### src/hdl/twdls_pkg.sv
// ----------------------------------------------------------------------------
// twdls_pkg
// Shared types and constants of the two-wire display link sequencer.
// ----------------------------------------------------------------------------
`timescale 1ns / 1ps

package twdls_pkg;

   localparam int CSR_ADDR_W = 3;
   localparam int CSR_DATA_W = 32;
   localparam int WAIT_W     = 11;
   localparam int BITS_W     = 4;

   localparam logic [0:0]        REG_UNIT_TICKS   = 1'b0;
   localparam logic [7:0]        UNIT_TICKS_RESET = 8'd1;
   localparam logic [BITS_W-1:0] BYTE_BITS        = 4'd8;

   typedef enum logic [1:0] {
      CMD_START = 2'd0,
      CMD_WRITE = 2'd1,
      CMD_ACK   = 2'd2,
      CMD_STOP  = 2'd3
   } command_type;

   typedef enum logic [3:0] {
      PH_IDLE     = 4'd0,
      PH_START_A  = 4'd1,
      PH_START_B  = 4'd2,
      PH_WR_BIT   = 4'd3,
      PH_WR_RISE  = 4'd4,
      PH_ACK_POLL = 4'd5,
      PH_ACK_END  = 4'd6,
      PH_STOP_A   = 4'd7,
      PH_STOP_B   = 4'd8,
      PH_STOP_C   = 4'd9,
      PH_STOP_D   = 4'd10
   } phase_type;

   typedef struct packed {
      logic       cmd_valid;
      logic [1:0] command;
      logic [7:0] data_byte;
      logic       dio_in;
   } req_payload_type;

   typedef struct packed {
      logic clk_level;
      logic dio_level;
      logic dio_drive;
      logic ready_res;
      logic done_res;
   } rsp_payload_type;

   typedef struct packed {
      logic        has_cmd;
      command_type cmd;
      logic [7:0]  data_byte;
      logic        dio_in;
   } tick_entry_type;

endpackage

### src/hdl/twdls_front.sv
// ----------------------------------------------------------------------------
// twdls_front
// Request intake: handshake toward the queue and command classification.
// ----------------------------------------------------------------------------
`timescale 1ns / 1ps

module twdls_front (
   input  logic                       req_valid,
   output logic                       req_stall,
   input  twdls_pkg::req_payload_type req_payload,
   input  logic                       q_full,
   output logic                       q_push,
   output twdls_pkg::tick_entry_type  q_entry
);

   always_comb begin
      req_stall         = q_full;
      q_push            = req_valid && !q_full;
      q_entry.has_cmd   = req_payload.cmd_valid;
      q_entry.cmd       = twdls_pkg::command_type'(req_payload.command);
      q_entry.data_byte = req_payload.data_byte;
      q_entry.dio_in    = req_payload.dio_in;
   end

endmodule

### src/hdl/twdls_queue.sv
// ----------------------------------------------------------------------------
// twdls_queue
// Short FIFO of classified ticks between intake and sequencer.
// ----------------------------------------------------------------------------
`timescale 1ns / 1ps

module twdls_queue #(
   parameter int DEPTH = 4
) (
   input  logic                      clock,
   input  logic                      reset,
   input  logic                      push,
   input  twdls_pkg::tick_entry_type push_entry,
   output logic                      full,
   input  logic                      pop,
   output logic                      head_valid,
   output twdls_pkg::tick_entry_type head_entry
);

   localparam int PTR_W = (DEPTH > 1) ? $clog2(DEPTH) : 1;
   localparam int CNT_W = $clog2(DEPTH + 1);
   localparam logic [PTR_W-1:0] LAST = PTR_W'(DEPTH - 1);
   localparam logic [CNT_W-1:0] FULL_COUNT = CNT_W'(DEPTH);

   twdls_pkg::tick_entry_type slot_ff [DEPTH];
   logic [PTR_W-1:0] wr_ptr_ff, wr_ptr_in;
   logic [PTR_W-1:0] rd_ptr_ff, rd_ptr_in;
   logic [CNT_W-1:0] count_ff, count_in;
   logic             do_push, do_pop;

   always_comb begin
      full       = (count_ff == FULL_COUNT);
      head_valid = (count_ff != '0);
      head_entry = slot_ff[rd_ptr_ff];
      do_push    = push && !full;
      do_pop     = pop && head_valid;
      wr_ptr_in  = wr_ptr_ff;
      rd_ptr_in  = rd_ptr_ff;
      count_in   = count_ff;
      if (do_push) begin
         wr_ptr_in = (wr_ptr_ff == LAST) ? '0 : wr_ptr_ff + 1'b1;
      end
      if (do_pop) begin
         rd_ptr_in = (rd_ptr_ff == LAST) ? '0 : rd_ptr_ff + 1'b1;
      end
      if (do_push && !do_pop) begin
         count_in = count_ff + 1'b1;
      end else if (do_pop && !do_push) begin
         count_in = count_ff - 1'b1;
      end
   end

   always_ff @(posedge clock) begin
      if (reset) begin
         wr_ptr_ff <= '0;
         rd_ptr_ff <= '0;
         count_ff  <= '0;
      end else begin
         wr_ptr_ff <= wr_ptr_in;
         rd_ptr_ff <= rd_ptr_in;
         count_ff  <= count_in;
      end
   end

   always_ff @(posedge clock) begin
      if (do_push) begin
         slot_ff[wr_ptr_ff] <= push_entry;
      end
   end

endmodule

### src/hdl/twdls_back.sv
// ----------------------------------------------------------------------------
// twdls_back
// Pin sequencer: one tick per cycle when not stalled; result is registered.
// ----------------------------------------------------------------------------
`timescale 1ns / 1ps

module twdls_back (
   input  logic                       clock,
   input  logic                       reset,
   input  logic [7:0]                 unit_ticks,
   input  logic                       q_valid,
   input  twdls_pkg::tick_entry_type  q_entry,
   output logic                       q_pop,
   output logic                       rsp_valid,
   input  logic                       rsp_stall,
   output twdls_pkg::rsp_payload_type rsp_payload
);

   localparam int WW = twdls_pkg::WAIT_W;
   localparam int BW = twdls_pkg::BITS_W;

   twdls_pkg::phase_type phase_ff, phase_in;
   logic [BW-1:0]   bits_ff, bits_in;
   logic [7:0]      shifter_ff, shifter_in;
   logic [WW-1:0]   wait_ff, wait_in;
   logic            clk_ff, clk_in;
   logic            dio_lvl_ff, dio_lvl_in;
   logic            drive_ff, drive_in;
   logic            rsp_valid_ff, rsp_valid_in;
   twdls_pkg::rsp_payload_type rsp_payload_ff, rsp_payload_in;

   logic [WW-1:0]   unit;
   logic [WW-1:0]   wait2, wait3, wait5;
   logic [BW-1:0]   bits_dec;
   logic            take;
   logic            done;

   always_comb begin
      unit  = (unit_ticks == 8'd0) ? WW'(1) : WW'(unit_ticks);
      wait2 = (unit << 1) - WW'(1);
      wait3 = (unit << 1) + unit - WW'(1);
      wait5 = (unit << 2) + unit - WW'(1);
   end

   always_comb begin
      take         = q_valid && (!rsp_valid_ff || !rsp_stall);
      q_pop        = take;
      phase_in     = phase_ff;
      bits_in      = bits_ff;
      shifter_in   = shifter_ff;
      wait_in      = wait_ff;
      clk_in       = clk_ff;
      dio_lvl_in   = dio_lvl_ff;
      drive_in     = drive_ff;
      done         = 1'b0;
      bits_dec     = bits_ff - 1'b1;
      rsp_valid_in = rsp_valid_ff && rsp_stall;
      if (take) begin
         rsp_valid_in = 1'b1;
         if (phase_ff == twdls_pkg::PH_IDLE) begin
            if (q_entry.has_cmd) begin
               unique case (q_entry.cmd)
                  twdls_pkg::CMD_START: begin
                     drive_in   = 1'b1;
                     clk_in     = 1'b1;
                     dio_lvl_in = 1'b1;
                     wait_in    = wait2;
                     phase_in   = twdls_pkg::PH_START_A;
                  end
                  twdls_pkg::CMD_WRITE: begin
                     drive_in   = 1'b1;
                     shifter_in = q_entry.data_byte;
                     bits_in    = twdls_pkg::BYTE_BITS;
                     clk_in     = 1'b0;
                     dio_lvl_in = q_entry.data_byte[0];
                     wait_in    = wait3;
                     phase_in   = twdls_pkg::PH_WR_RISE;
                  end
                  twdls_pkg::CMD_ACK: begin
                     drive_in = 1'b0;
                     clk_in   = 1'b0;
                     wait_in  = wait5;
                     phase_in = twdls_pkg::PH_ACK_POLL;
                  end
                  default: begin
                     drive_in = 1'b1;
                     clk_in   = 1'b0;
                     wait_in  = wait2;
                     phase_in = twdls_pkg::PH_STOP_A;
                  end
               endcase
            end
         end else if (wait_ff != '0) begin
            wait_in = wait_ff - 1'b1;
         end else begin
            unique case (phase_ff)
               twdls_pkg::PH_START_A: begin
                  dio_lvl_in = 1'b0;
                  wait_in    = wait2;
                  phase_in   = twdls_pkg::PH_START_B;
               end
               twdls_pkg::PH_START_B: begin
                  clk_in = 1'b0;
                  done   = 1'b1;
               end
               twdls_pkg::PH_WR_BIT: begin
                  clk_in     = 1'b0;
                  dio_lvl_in = shifter_ff[0];
                  wait_in    = wait3;
                  phase_in   = twdls_pkg::PH_WR_RISE;
               end
               twdls_pkg::PH_WR_RISE: begin
                  clk_in     = 1'b1;
                  shifter_in = shifter_ff >> 1;
                  bits_in    = bits_dec;
                  if (bits_dec == '0) begin
                     done = 1'b1;
                  end else begin
                     phase_in = twdls_pkg::PH_WR_BIT;
                  end
               end
               twdls_pkg::PH_ACK_POLL: begin
                  if (!q_entry.dio_in) begin
                     clk_in   = 1'b1;
                     wait_in  = wait2;
                     phase_in = twdls_pkg::PH_ACK_END;
                  end
               end
               twdls_pkg::PH_ACK_END: begin
                  done = 1'b1;
               end
               twdls_pkg::PH_STOP_A: begin
                  dio_lvl_in = 1'b0;
                  wait_in    = wait2;
                  phase_in   = twdls_pkg::PH_STOP_B;
               end
               twdls_pkg::PH_STOP_B: begin
                  clk_in   = 1'b1;
                  wait_in  = wait2;
                  phase_in = twdls_pkg::PH_STOP_C;
               end
               twdls_pkg::PH_STOP_C: begin
                  dio_lvl_in = 1'b1;
                  wait_in    = wait2;
                  phase_in   = twdls_pkg::PH_STOP_D;
               end
               twdls_pkg::PH_STOP_D: begin
                  clk_in     = 1'b0;
                  dio_lvl_in = 1'b0;
                  done       = 1'b1;
               end
               default: begin
                  done = 1'b1;
               end
            endcase
            if (done) begin
               phase_in = twdls_pkg::PH_IDLE;
            end
         end
      end
      rsp_payload_in = rsp_payload_ff;
      if (take) begin
         rsp_payload_in.clk_level = clk_in;
         rsp_payload_in.dio_level = dio_lvl_in;
         rsp_payload_in.dio_drive = drive_in;
         rsp_payload_in.ready_res = (phase_in == twdls_pkg::PH_IDLE);
         rsp_payload_in.done_res  = done;
      end
   end

   always_ff @(posedge clock) begin
      if (reset) begin
         phase_ff     <= twdls_pkg::PH_IDLE;
         bits_ff      <= '0;
         shifter_ff   <= '0;
         wait_ff      <= '0;
         clk_ff       <= 1'b0;
         dio_lvl_ff   <= 1'b0;
         drive_ff     <= 1'b1;
         rsp_valid_ff <= 1'b0;
      end else begin
         phase_ff     <= phase_in;
         bits_ff      <= bits_in;
         shifter_ff   <= shifter_in;
         wait_ff      <= wait_in;
         clk_ff       <= clk_in;
         dio_lvl_ff   <= dio_lvl_in;
         drive_ff     <= drive_in;
         rsp_valid_ff <= rsp_valid_in;
      end
   end

   always_ff @(posedge clock) begin
      rsp_payload_ff <= rsp_payload_in;
   end

   assign rsp_valid   = rsp_valid_ff;
   assign rsp_payload = rsp_payload_ff;

endmodule

### src/hdl/two_wire_display_link_sequencer_top.sv
// ----------------------------------------------------------------------------
// two_wire_display_link_sequencer_top
// Two-wire display link sequencer: drives clock, data and data enable levels.
//
//   channel  | direction | handshake          | payload
//   req_     | in        | req_valid/stall    | cmd_valid, command, data_byte, dio_in
//   rsp_     | out       | rsp_valid/stall    | clk_level, dio_level, dio_drive, ...
//   csr_     | in/out    | psel/penable/pready| unit_ticks at byte address 0
//
// One request per cycle sustained while rsp_stall is low; each request yields one
// response, registered in a queue slot and then in the sequencer's output register.
// The sequencer state updates only when its output register is free or taken.
// req_stall rises only when the QUEUE_DEPTH-entry queue is full.
// Synchronous active-high reset; no clearing pass.
// ----------------------------------------------------------------------------
`timescale 1ns / 1ps

module two_wire_display_link_sequencer_top #(
   parameter int QUEUE_DEPTH = 4
) (
   input  logic                                  clock,
   input  logic                                  reset,
   input  logic                                  req_valid,
   output logic                                  req_stall,
   input  twdls_pkg::req_payload_type            req_payload,
   output logic                                  rsp_valid,
   input  logic                                  rsp_stall,
   output twdls_pkg::rsp_payload_type            rsp_payload,
   input  logic                                  csr_psel,
   input  logic                                  csr_penable,
   input  logic                                  csr_pwrite,
   input  logic [twdls_pkg::CSR_ADDR_W-1:0]      csr_paddr,
   input  logic [twdls_pkg::CSR_DATA_W-1:0]      csr_pwdata,
   output logic [twdls_pkg::CSR_DATA_W-1:0]      csr_prdata,
   output logic                                  csr_pready
);

   logic [7:0] unit_ticks_ff, unit_ticks_in;
   logic       csr_hit;
   logic       csr_wr;

   logic                      q_full;
   logic                      q_push;
   logic                      q_pop;
   logic                      q_valid;
   twdls_pkg::tick_entry_type q_in_entry;
   twdls_pkg::tick_entry_type q_head;

   always_comb begin
      csr_pready    = 1'b1;
      csr_hit       = (csr_paddr[twdls_pkg::CSR_ADDR_W-1] == twdls_pkg::REG_UNIT_TICKS);
      csr_wr        = csr_psel && csr_penable && csr_pwrite && csr_pready;
      unit_ticks_in = unit_ticks_ff;
      if (csr_wr && csr_hit) begin
         unit_ticks_in = csr_pwdata[7:0];
      end
      csr_prdata = '0;
      if (csr_hit) begin
         csr_prdata = {{(twdls_pkg::CSR_DATA_W - 8){1'b0}}, unit_ticks_ff};
      end
   end

   always_ff @(posedge clock) begin
      if (reset) begin
         unit_ticks_ff <= twdls_pkg::UNIT_TICKS_RESET;
      end else begin
         unit_ticks_ff <= unit_ticks_in;
      end
   end

   twdls_front u_front (
      .req_valid   (req_valid),
      .req_stall   (req_stall),
      .req_payload (req_payload),
      .q_full      (q_full),
      .q_push      (q_push),
      .q_entry     (q_in_entry)
   );

   twdls_queue #(
      .DEPTH (QUEUE_DEPTH)
   ) u_queue (
      .clock      (clock),
      .reset      (reset),
      .push       (q_push),
      .push_entry (q_in_entry),
      .full       (q_full),
      .pop        (q_pop),
      .head_valid (q_valid),
      .head_entry (q_head)
   );

   twdls_back u_back (
      .clock       (clock),
      .reset       (reset),
      .unit_ticks  (unit_ticks_ff),
      .q_valid     (q_valid),
      .q_entry     (q_head),
      .q_pop       (q_pop),
      .rsp_valid   (rsp_valid),
      .rsp_stall   (rsp_stall),
      .rsp_payload (rsp_payload)
   );

   a_no_rsp_after_reset: assert property (@(posedge clock)
      reset |=> !rsp_valid)
      else $error("response valid right after reset");

   a_csr_write_lands: assert property (@(posedge clock) disable iff (reset)
      (csr_wr && csr_hit) |=> (unit_ticks_ff == $past(csr_pwdata[7:0])))
      else $error("unit_ticks write lost");

   a_drain_empty: assert property (@(posedge clock) disable iff (reset)
      (rsp_valid && !rsp_stall && !q_valid) |=> !rsp_valid)
      else $error("response produced without a queued request");

   a_done_is_idle: assert property (@(posedge clock) disable iff (reset)
      (rsp_valid && rsp_payload.done_res) |-> rsp_payload.ready_res)
      else $error("sequence finished but sequencer not idle");

endmodule

### config.mk
export PLATFORM = sky130hd
export DESIGN_NAME = two_wire_display_link_sequencer_top
export DESIGN_NICKNAME = d
export VERILOG_FILES = /design/src/hdl/twdls_pkg.sv /design/src/hdl/twdls_front.sv /design/src/hdl/twdls_queue.sv /design/src/hdl/twdls_back.sv /design/src/hdl/two_wire_display_link_sequencer_top.sv
export SDC_FILE = /design/constraint.sdc
export NUM_CORES = 1
export LEC_CHECK = 0
export BUFFER_PORTS_ARGS = -buffer_cell sky130_fd_sc_hd__clkbuf_2
export CAP_MARGIN = 20
export CORE_MARGIN = 8
export CORE_UTILIZATION = 30
export DETAILED_ROUTE_END_ITERATION = 8
export GPL_TIMING_DRIVEN = 1
export MAX_ROUTING_LAYER = met4
export SETUP_SLACK_MARGIN = 0.1
export SLEW_MARGIN = 20
export SYNTH_ARGS = -nofsm -noshare
export SYNTH_HDL_FRONTEND = slang
export SYNTH_SLANG_ARGS = --single-unit
### constraint.sdc
create_clock -name clock -period 8.3 [get_ports clock]
set_input_delay 0.83 -clock clock [delete_from_list [all_inputs] [get_ports clock]]
set_output_delay 0.83 -clock clock [all_outputs]
set_load 0.005 [all_outputs]
**Word-level counts from Yosys, hierarchy flattened**

Memory sizes are Yosys's and may differ from the RTL's. A register that Yosys moved wholly into a read port is not among the register bits.
Index checks and enable logic that the tools add are counted.

- Flip-flop bits (word level): 51
- Bits in writable memories: 48
- Input port bits: 54
- Output and inout port bits: 40
- Word-level logic and storage cells: 140
- Memories: 1

- Add/sub/neg operators: 11
- Equal/unequal tests: 18
- Multiplexer cells: 58
- Bitwise operators: 1
- Reductions and logical operators: 34

Memories:

| name | words | bits a word | read ports | clocked after memory_dff | wr ports | RTL line | text |
|---|---|---|---|---|---|---|---|
| u_queue.slot_ff | 4 | 12 | 1 | 1 | 1 | twdls_queue.sv:25 | `twdls_pkg::tick_entry_type slot_ff [DEPTH];` |

Operators by type and width:

| kind | count |
|---|---|
| 2-to-1 mux 8 bit | 7 |
| 2-to-1 mux 4 bit | 12 |
| 2-to-1 mux 11 bit | 4 |
| subtractor 11 x 1 -> 11 bit (second input constant) | 4 |
| case mux 11 bit (3 select lines) | 1 |
| case mux 4 bit (7 select lines) | 1 |
| adder 11 bit | 2 |
| case mux 11 bit (2 select lines) | 1 |
| 2-to-1 mux 1 bit | 21 |
| equality test 4 x 3 -> 1 bit (second input constant) | 3 |
| equality test 4 bit (second input constant) | 3 |
| logical NOT 4 bit | 3 |
| nonzero test 11 bit | 1 |
| logical AND 1 bit | 10 |
| case mux 3 bit (3 select lines) | 1 |
| equality test 4 x 2 -> 1 bit (second input constant) | 2 |
| logical NOT 8 bit | 1 |
| 2-to-1 mux 2 bit | 4 |
| equality test 2 bit (second input constant) | 3 |
| 2-to-1 mux 3 bit | 2 |
| case mux 1 bit (3 select lines) | 2 |
| OR reduction 3 bit | 2 |
| OR reduction 6 bit | 1 |
| logical NOT 1 bit | 5 |
| 21 further kinds | 26 |

**Logic depth before layout (Yosys ltp)**

Gate-level depths: netlist of run 1.

- Word-level depth: 12
- Mapped depth: 14
- Depth with buffers taken out: 14

**Modules after synthesis**

Synthesis of run 1 repeated with hierarchy kept, for this count alone.

- Cell total of the unflattened synthesis: 739
- Area, all modules: 6950.4 µm²

By module, submodules not included:

| module | times used | cells an instance | area each (µm²) | seq. area each (µm²) |
|---|---|---|---|---|
| twdls_back | 1 | 543 | 3992.6 | 770.7 |
| twdls_queue | 1 | 112 | 2220.9 | 1621.6 |
| two_wire_display_link_sequencer_top | 1 | 70 | 625.6 | 160.2 |
| twdls_front | 1 | 14 | 111.4 | 0.0 |

**Worst setup path before layout of run 1**

Ideal clock, no wire load.

- Path kind: flip-flop to flip-flop
- Start: register unit_ticks_ff[6]
- End: register u_back.wait_ff[6]
- Setup time: 0.116 ns
- Arrival: 3.469 ns
- Data required time: 8.184 ns
- Slack: 4.716 ns
- Stages on the path, launching flop included: 14
- Buffers on the path: 0
- Clock period less this slack: 3.584 ns
- Cell sequence: dfxtp_1 -> inv_1 -> ha_1 -> nand4b_1 -> o21ai_0 -> ha_1 -> inv_1 -> ha_1 -> a211oi_1 -> o21bai_1 -> a211o_1 -> a311oi_1 -> a2bb2o_1 -> and3_1

- Longest elaborated chain between the ends: 7
- Elaborated cells between the ends (all ways): 13
- Classes of those cells: 5 x add/sub; 7 x mux; 1 x reduce/logical

RTL lines:

| item | RTL line | text |
|---|---|---|
| start: declaration | two_wire_display_link_sequencer_top.sv:38 | `logic [7:0] unit_ticks_ff, unit_ticks_in;` |
| start signal: assignment | two_wire_display_link_sequencer_top.sv:65 | `unit_ticks_ff <= twdls_pkg::UNIT_TICKS_RESET;` |
| start signal: assignment | two_wire_display_link_sequencer_top.sv:67 | `unit_ticks_ff <= unit_ticks_in;` |
| logical NOT 8 bit | twdls_back.sv:39 | `unit = (unit_ticks == 8'd0) ? WW'(1) : WW'(unit_ticks);` |
| 2-to-1 mux 8 bit * | twdls_back.sv:39 |  |
| adder 11 bit, or another cell as far along | twdls_back.sv:41 | `wait3 = (unit << 1) + unit - WW'(1);` |
| subtractor 11 x 1 -> 11 bit, or another cell as far along | twdls_back.sv:41 |  |
| case mux 11 bit (3 select lines) / case mux 11 bit (2 select lines) (equally long branches) | twdls_back.sv:96, twdls_back.sv:62 |  |
| 2-to-1 mux 11 bit, on equally long branches | twdls_back.sv:93, twdls_back.sv:61 |  |
| 2-to-1 mux 11 bit * | twdls_back.sv:60 | `if (phase_ff == twdls_pkg::PH_IDLE) begin` |
| end signal: assignment | twdls_back.sv:185 | `wait_ff <= wait_in;` |
| end: declaration | twdls_back.sv:25 | `logic [WW-1:0] wait_ff, wait_in;` |

Every way passes the cells marked *; elsewhere a longest branch is shown, timed or not. The select of a mux whose other input is x is not followed.
A chain may end at the register's enable or synchronous reset.

**Worst setup path after layout of run 1**

Same ends and word-level chain as after synthesis.

==> impl_metrics.toml, run 1 <==
[global_routing]
grt_pass1_wl_mm = 26.85
grt_pass1_vias = 5059
antenna_found_initial = 0
grt_max_degree = 48
grt_use_total = 0.1256
grt-ovfl-total = 0

[clock_tree]
cts_made_buffers = 9
cts.sinks = 101
ctsResizeCount = 0
holdBufCountCts = 0
postCtsSetupBuffers = 0
clk_path_buf_depth = 2
clkTransAtPathRegs_ps = 80
cts-htree-levels = 3
cts_tree = "built"
root_buffer = "clkbuf_16"
clock_latency_ps = 360

[finish]
seqCellArea_um2 = 2552
diodes = 0
fill_cells = 2261
nets = 841
area_growth_pct = 9.700
multi_input_area_um2 = 3707
layoutNonFillerInstCount = 1026
design_area_um2 = 7358
drive_gt1_frac = 0.1247

[logic_synthesis]
synth_most_common_cell = "nand2_1"
async_flop_share = 0
synthesis.area_um2 = 6708
synth_common_cells = "nand2_1 (66), nor2_1 (60), edfxtp_1 (53)"
synth_area_per_cell_um2 = 9.265
yosys_register_bits = 101
yosysTopAreaCell = "edfxtp_1"
postSynthCellCount = 724
synth-edff-count = 53
yosysTopAreaCellShare = 0.2373
synthTopCellsByArea = "edfxtp_1 (24%), dfxtp_1 (14%), ha_1 (8.0%), mux4_2 (4.0%), nand2_1 (3.7%)"
ys_types = 74
synth_seq_area_share = 0.3805
synthFlopType = "edfxtp_1"
yosys_warnings = 0

[sta]
setup_tns_ps = 0
rsz0062_at_grt = "false"
finalCriticalPeriod_ps = 4406
clock_skew_ps = 14.13
maxSlewViolCount = 0
whs_ps = 456.3
tightest_slew_ps = 1139
max_freq_ghz = 0.2270
slew_headroom = 0.2407
hold_violations = 0
setup_violations = 0
finalCritPeriodShare = 0.5308
layout_setup_ws_ps = 3894

[worst_setup_path]
critPathLaunch = "unit_ticks_ff[6]"
worstSetupPathType = "flop to flop"
cp.required_ps = 8560
crit_fanout = 8
cp-start-kind = "flop"
r2r_slack_ps = 3890
r2r-start = "unit_ticks_ff[6]"
r2r.worst_path.cells = 13
crit_end = "u_back.wait_ff[6]"
rr_endpoint = "u_back.wait_ff[6]"
worstPathArrival_ps = 4670
crit_path_end_kind = "flop"

[route]
drc = 0
wl_per_cell_um = 16.17
drtPass1Iterations = 5
num_vias = 5372
ant_nets = 0
drt_iter0_markers = 403
viasPerCell = 5.236
drt-total-wl_mm = 16.59

[pwr]
p_int_mw = 1.316
cellLeakagePower_nw = 2.747
pwr-share-seq = 0.311
pwr_density_cell_nw_per_um2 = 321.2
power.share.combinational = 0.501
pwr-share-clk = 0.188
p_sw_frac = 0.4431
p_switching_mw = 1.047
vdd_drop_max_v = 0.0001648

[floorplan]
die_y_um = 165.5
rows = 54
initial_core_util = 0.3064
ios = 94
core_um2 = 21890
die_x_um = 165.5
dieArea_um2 = 27400

[placement]
place_inst = 1010
placed_area_um2 = 7038
place.gp.congestion = 0.8453
placement.io_buffers = 42
place_ws_ps = 3880
dp_hpwl_mm = 12.19

[worst_hold_path]
min_path_type = "flop to flop"
hp-start = "u_back.shifter_ff[7]"

[run]
drv_cap = 0

[status]
outcome = "finished, final reports clean"
[kinds of logic (layout without fill, tap and decap cells)]
logic type / Yosys count / in the layout / share of synthesized area
flip-flops: 101 / 101 / 0.3805
buffers and inverters: 114 / 113 / 0.08058
AO/OA/AOI/OAI: 184 / 184 / 0.1897
XOR/XNOR: 19 / 19 / 0.02481
adder cells (fa/ha/maj): 46 / 46 / 0.08916
other: 2 / 25 / 0.001120
multiplexers: 22 / 22 / 0.05521
AND/OR/NAND/NOR: 236 / 236 / 0.1789
[cell usage in the layout, fill, tap and decap left out, types with 5 or more instances in the layout]
cell type | synthesis | layout
clkbuf_16 | 0 | 10
nor3_1 | 21 | 21
a211o_1 | 6 | 6
nand4_1 | 5 | 5
nor2_1 | 60 | 60
a21oi_1 | 45 | 45
o211ai_1 | 5 | 5
inv_1 | 51 | 51
a31oi_1 | 13 | 13
nor2b_1 | 11 | 11
mux4_2 | 12 | 12
xnor2_1 | 11 | 11
a311oi_1 | 14 | 14
edfxtp_1 | 53 | 53
or2_2 | 6 | 6
dfxtp_1 | 48 | 48
a21o_1 | 9 | 9
and2_1 | 7 | 7
ha_1 | 43 | 43
nand2_1 | 66 | 66
mux2i_1 | 10 | 10
xor2_1 | 8 | 8
a211oi_1 | 11 | 11
o21ai_0 | 28 | 28
conb_1 | 2 | 25
clkbuf_2 | 0 | 42
or3_1 | 6 | 6
nand3_1 | 17 | 17
[cell type report]
class                      count  share of cell area
sequential                   101              0.3469
timing repair buffer          45             0.03163
multi-input combinational    532              0.5038
inverter                      52             0.02653
clock buffer                  10             0.03401
clock inverter                 6            0.009522
tap                          280             0.04761
[power groups by stage]
stage / logic (mW) / registers [mW] / clock network [mW]
5_1_grt: 1.31 / 0.753 / 0.476
2_1_floorplan: 0.946 / 0.693 / 0
6_report: 1.18 / 0.735 / 0.444
3_3_place_gp: 1.17 / 0.746 / 0
4_1_cts: 1.18 / 0.737 / 0.456
3_5_place_dp: 1.17 / 0.748 / 0
[registers in the layout, indices dropped and copies added, names as in the netlist, named ones only]
| signal | count |
|---|---|
| u_back.rsp_payload | 5 |
| u_queue.rd_ptr_ff | 2 |
| u_queue.wr_ptr_ff | 2 |
| u_queue.slot_ff | 48 |
| u_back.dio_lvl_ff | 1 |
| u_back.shifter_ff | 8 |
| u_back.phase_ff | 4 |
| u_back.bits_ff | 4 |
| u_back.drive_ff | 1 |
| u_back.rsp_valid | 1 |
| unit_ticks_ff | 8 |
| u_back.clk_ff | 1 |
| u_queue.count_ff | 3 |
| u_back.wait_ff | 11 |
[through the flow]
stage | total power [mW] | utilization
floorplan | 1.639 | -
CTS | 2.370 | 0.3361
detailed placement | 1.922 | 0.3215
global route | 2.539 | 0.3361
finish | 2.363 | 0.3361
global placement | 1.912 | 0.3215
[worst min-delay path by stage]
stage,to,cells past startpoint,slack [ps]
finish,u_back.shifter_ff[7],2,460
global route,u_back.shifter_ff[7],2,470
CTS,u_back.shifter_ff[7],2,460
detailed placement,u_back.shifter_ff[7],2,450
global placement,u_back.shifter_ff[7],2,440
floorplan,u_back.shifter_ff[7],2,430
[worst max-delay path, stage by stage, from the launching register on]
cell and delay (ps):
dfxtp_1 410, inv_1 140, ha_1 260, nand4b_1 270, o21ai_0 710, ha_1 360
inv_1 90, ha_1 250, a211oi_1 440, o21bai_1 140, a211o_1 310, a311oi_1 410
a2bb2o_1 350, and3_1 180
[routing by layer]
metal / vias to the layer above / global-route usage / routed length (µm)
met5: - / - / 0
met3: 19 / 0.01735 / 852
li1: 2655 / - / -
met4: 0 / 0.03612 / 223
met2: 156 / 0.1964 / 7715
met1: 2542 / 0.1669 / 7799
No activity file was read; power rests on OpenSTA's default activity.
==> inputs of run 2 (changes only) <==
clock period = 4.45 ns   (was 8.3 ns; I/O delays follow)
==> impl_metrics.toml, run 2 (same netlist as run 1, synthesis figures left out) <==
[sta]
setup_violations = 0
clock_skew_ps = 11.48
slew_headroom = 0.2967
setup_tns_ps = 0
finalCriticalPeriod_ps = 3899
max_freq_ghz = 0.2565
whs_ps = 284.4
rsz0062_at_grt = "false"
tightest_slew_ps = 1055
layout_setup_ws_ps = 551.4
hold_violations = 0
maxSlewViolCount = 0
finalCritPeriodShare = 0.8761

[global_routing]
grt_use_total = 0.1257
grt-ovfl-total = 0
grt_max_degree = 48
use_met1 = 0.1642
grt_pass1_wl_mm = 26.85
grt_pass1_vias = 5134
use_met2 = 0.1968
antenna_found_initial = 0
gr-max-usage-layer = "met2"
met3_usage = 0.01859

[floorplan]
dieArea_um2 = 27400
ios = 94
initial_core_util = 0.3064
die_y_um = 165.5
rows = 54
die_x_um = 165.5
core_um2 = 21890

[placement]
placement.io_buffers = 42
place_inst = 1018
place_ws_ps = 578.5
place.gp.congestion = 0.8723
dp_hpwl_mm = 12.41

[finish]
seqCellArea_um2 = 2552
nets = 849
final_cell_mix = "nand2_1 (66), nor2_1 (60), edfxtp_1 (53)"
regMostFlops = "u_queue.slot_ff"
drive_gt1_frac = 0.1340
fill_cells = 2286
final_common_cell = "nand2_1"
area_growth_pct = 10.39
diodes = 0
largest_registers = "u_queue.slot_ff (48), u_back.wait_ff (11)"
layoutNonFillerInstCount = 1034
multi_input_area_um2 = 3707
largest_reg_flops = 48

[clock_tree]
cts_tree = "built"
ctsResizeCount = 0
postCtsSetupBuffers = 0
cts.sinks = 101
cts-htree-levels = 3
clock_latency_ps = 360
clkTransAtPathRegs_ps = 80
holdBufCountCts = 0
clk_path_buf_depth = 2
cts_made_buffers = 9
root_buffer = "clkbuf_16"

[worst_setup_path]
cp.required_ps = 4700
cp_top_family = "compound AO/OA/AOI/OAI gates"
rr_endpoint = "u_back.wait_ff[6]"
r2r_slack_ps = 550
path_cells = "inv_1, ha_1, nand4b_1, o21ai_0, buf_4, ha_1, inv_1, ha_1, a211oi_1, o21bai_1, a211o_1, a311oi_1, a2bb2o_1, and3_1"
crit_fanout = 7
slowest_stage = "a211oi_1"
worstPathArrival_ps = 4150
cpPeakStageDelay_ps = 440
crit_top_cell = "ha_1"
worst-path-buf-inv = 3
r2r.worst_path.cells = 14
worstSetupPathType = "flop to flop"
crit_path_end_kind = "flop"
r2r-start = "unit_ticks_ff[7]"
cp-start-kind = "flop"

[worst_hold_path]
min_path_cells = 2
min_path_type = "primary input to flop"
worstHoldEndpoint = "unit_ticks_ff[0]"
hp-start = "csr_pwdata[0]"

[route]
drt_iter0_markers = 375
ant_nets = 0
wl_per_cell_um = 16.28
drt-total-wl_mm = 16.84
num_vias = 5450
drtPass1Iterations = 5
viasPerCell = 5.271
drc = 0

[pwr]
vdd_drop_max_v = 0.0003188
pwr_density_cell_nw_per_um2 = 595.7
cellLeakagePower_nw = 2.780
power_mw = 4.411

[status]
outcome = "finished, final reports clean"

[run]
drv_cap = 0
==> run 2: worst max-delay path by stage <==
stage | start | endpoint | slack, ps | cells after the start
after floorplan | unit_ticks_ff[6] | u_back.wait_ff[6] | 870 | 13
after global placement | unit_ticks_ff[7] | u_back.wait_ff[6] | 600 | 14
after detailed placement | unit_ticks_ff[7] | u_back.wait_ff[6] | 580 | 14
after CTS | unit_ticks_ff[7] | u_back.wait_ff[6] | 560 | 14
after global routing | unit_ticks_ff[7] | u_back.wait_ff[8] | 120 | 14
final | unit_ticks_ff[7] | u_back.wait_ff[6] | 550 | 14
==> run 2: worst register-to-register path: stages (launching register included) <==
cell and delay (ps):
dfxtp_1 350, inv_1 160, ha_1 280, nand4b_1 280, o21ai_0 250, buf_4 180
ha_1 230, inv_1 100, ha_1 250, a211oi_1 440, o21bai_1 140, a211o_1 310
a311oi_1 330, a2bb2o_1 320, and3_1 170
==> run 2: layout make-up <==
class	count	area share
clock buffer	9	0.03042
clock inverter	7	0.01098
inverter	52	0.02636
multi-input combinational	532	0.5007
sequential	101	0.3447
tap	280	0.04731
timing repair buffer	53	0.03954
==> run 2: routing by layer <==
metal / part of all wire / up-vias
met5: 0 / -
met4: 0.019 / 0
met3: 0.046 / 28
met2: 0.46 / 144
met1: 0.47 / 2607
li1: - / 2671
==> run 2: metrics by stage <==
stage,cell area [µm²],utilization
global placement,7098,0.3242
finish,7405,0.3382
floorplan,6794,-
detailed placement,7098,0.3242
global route,7405,0.3382
CTS,7405,0.3382
==> run 2: report_power, final <==
part	internal, mW	total (mW)	switching [mW]
Clock	0.405	0.814	0.409
Combinational	0.856	2.26	1.40
Sequential	1.18	1.34	0.162
Total	2.44	4.41	1.97
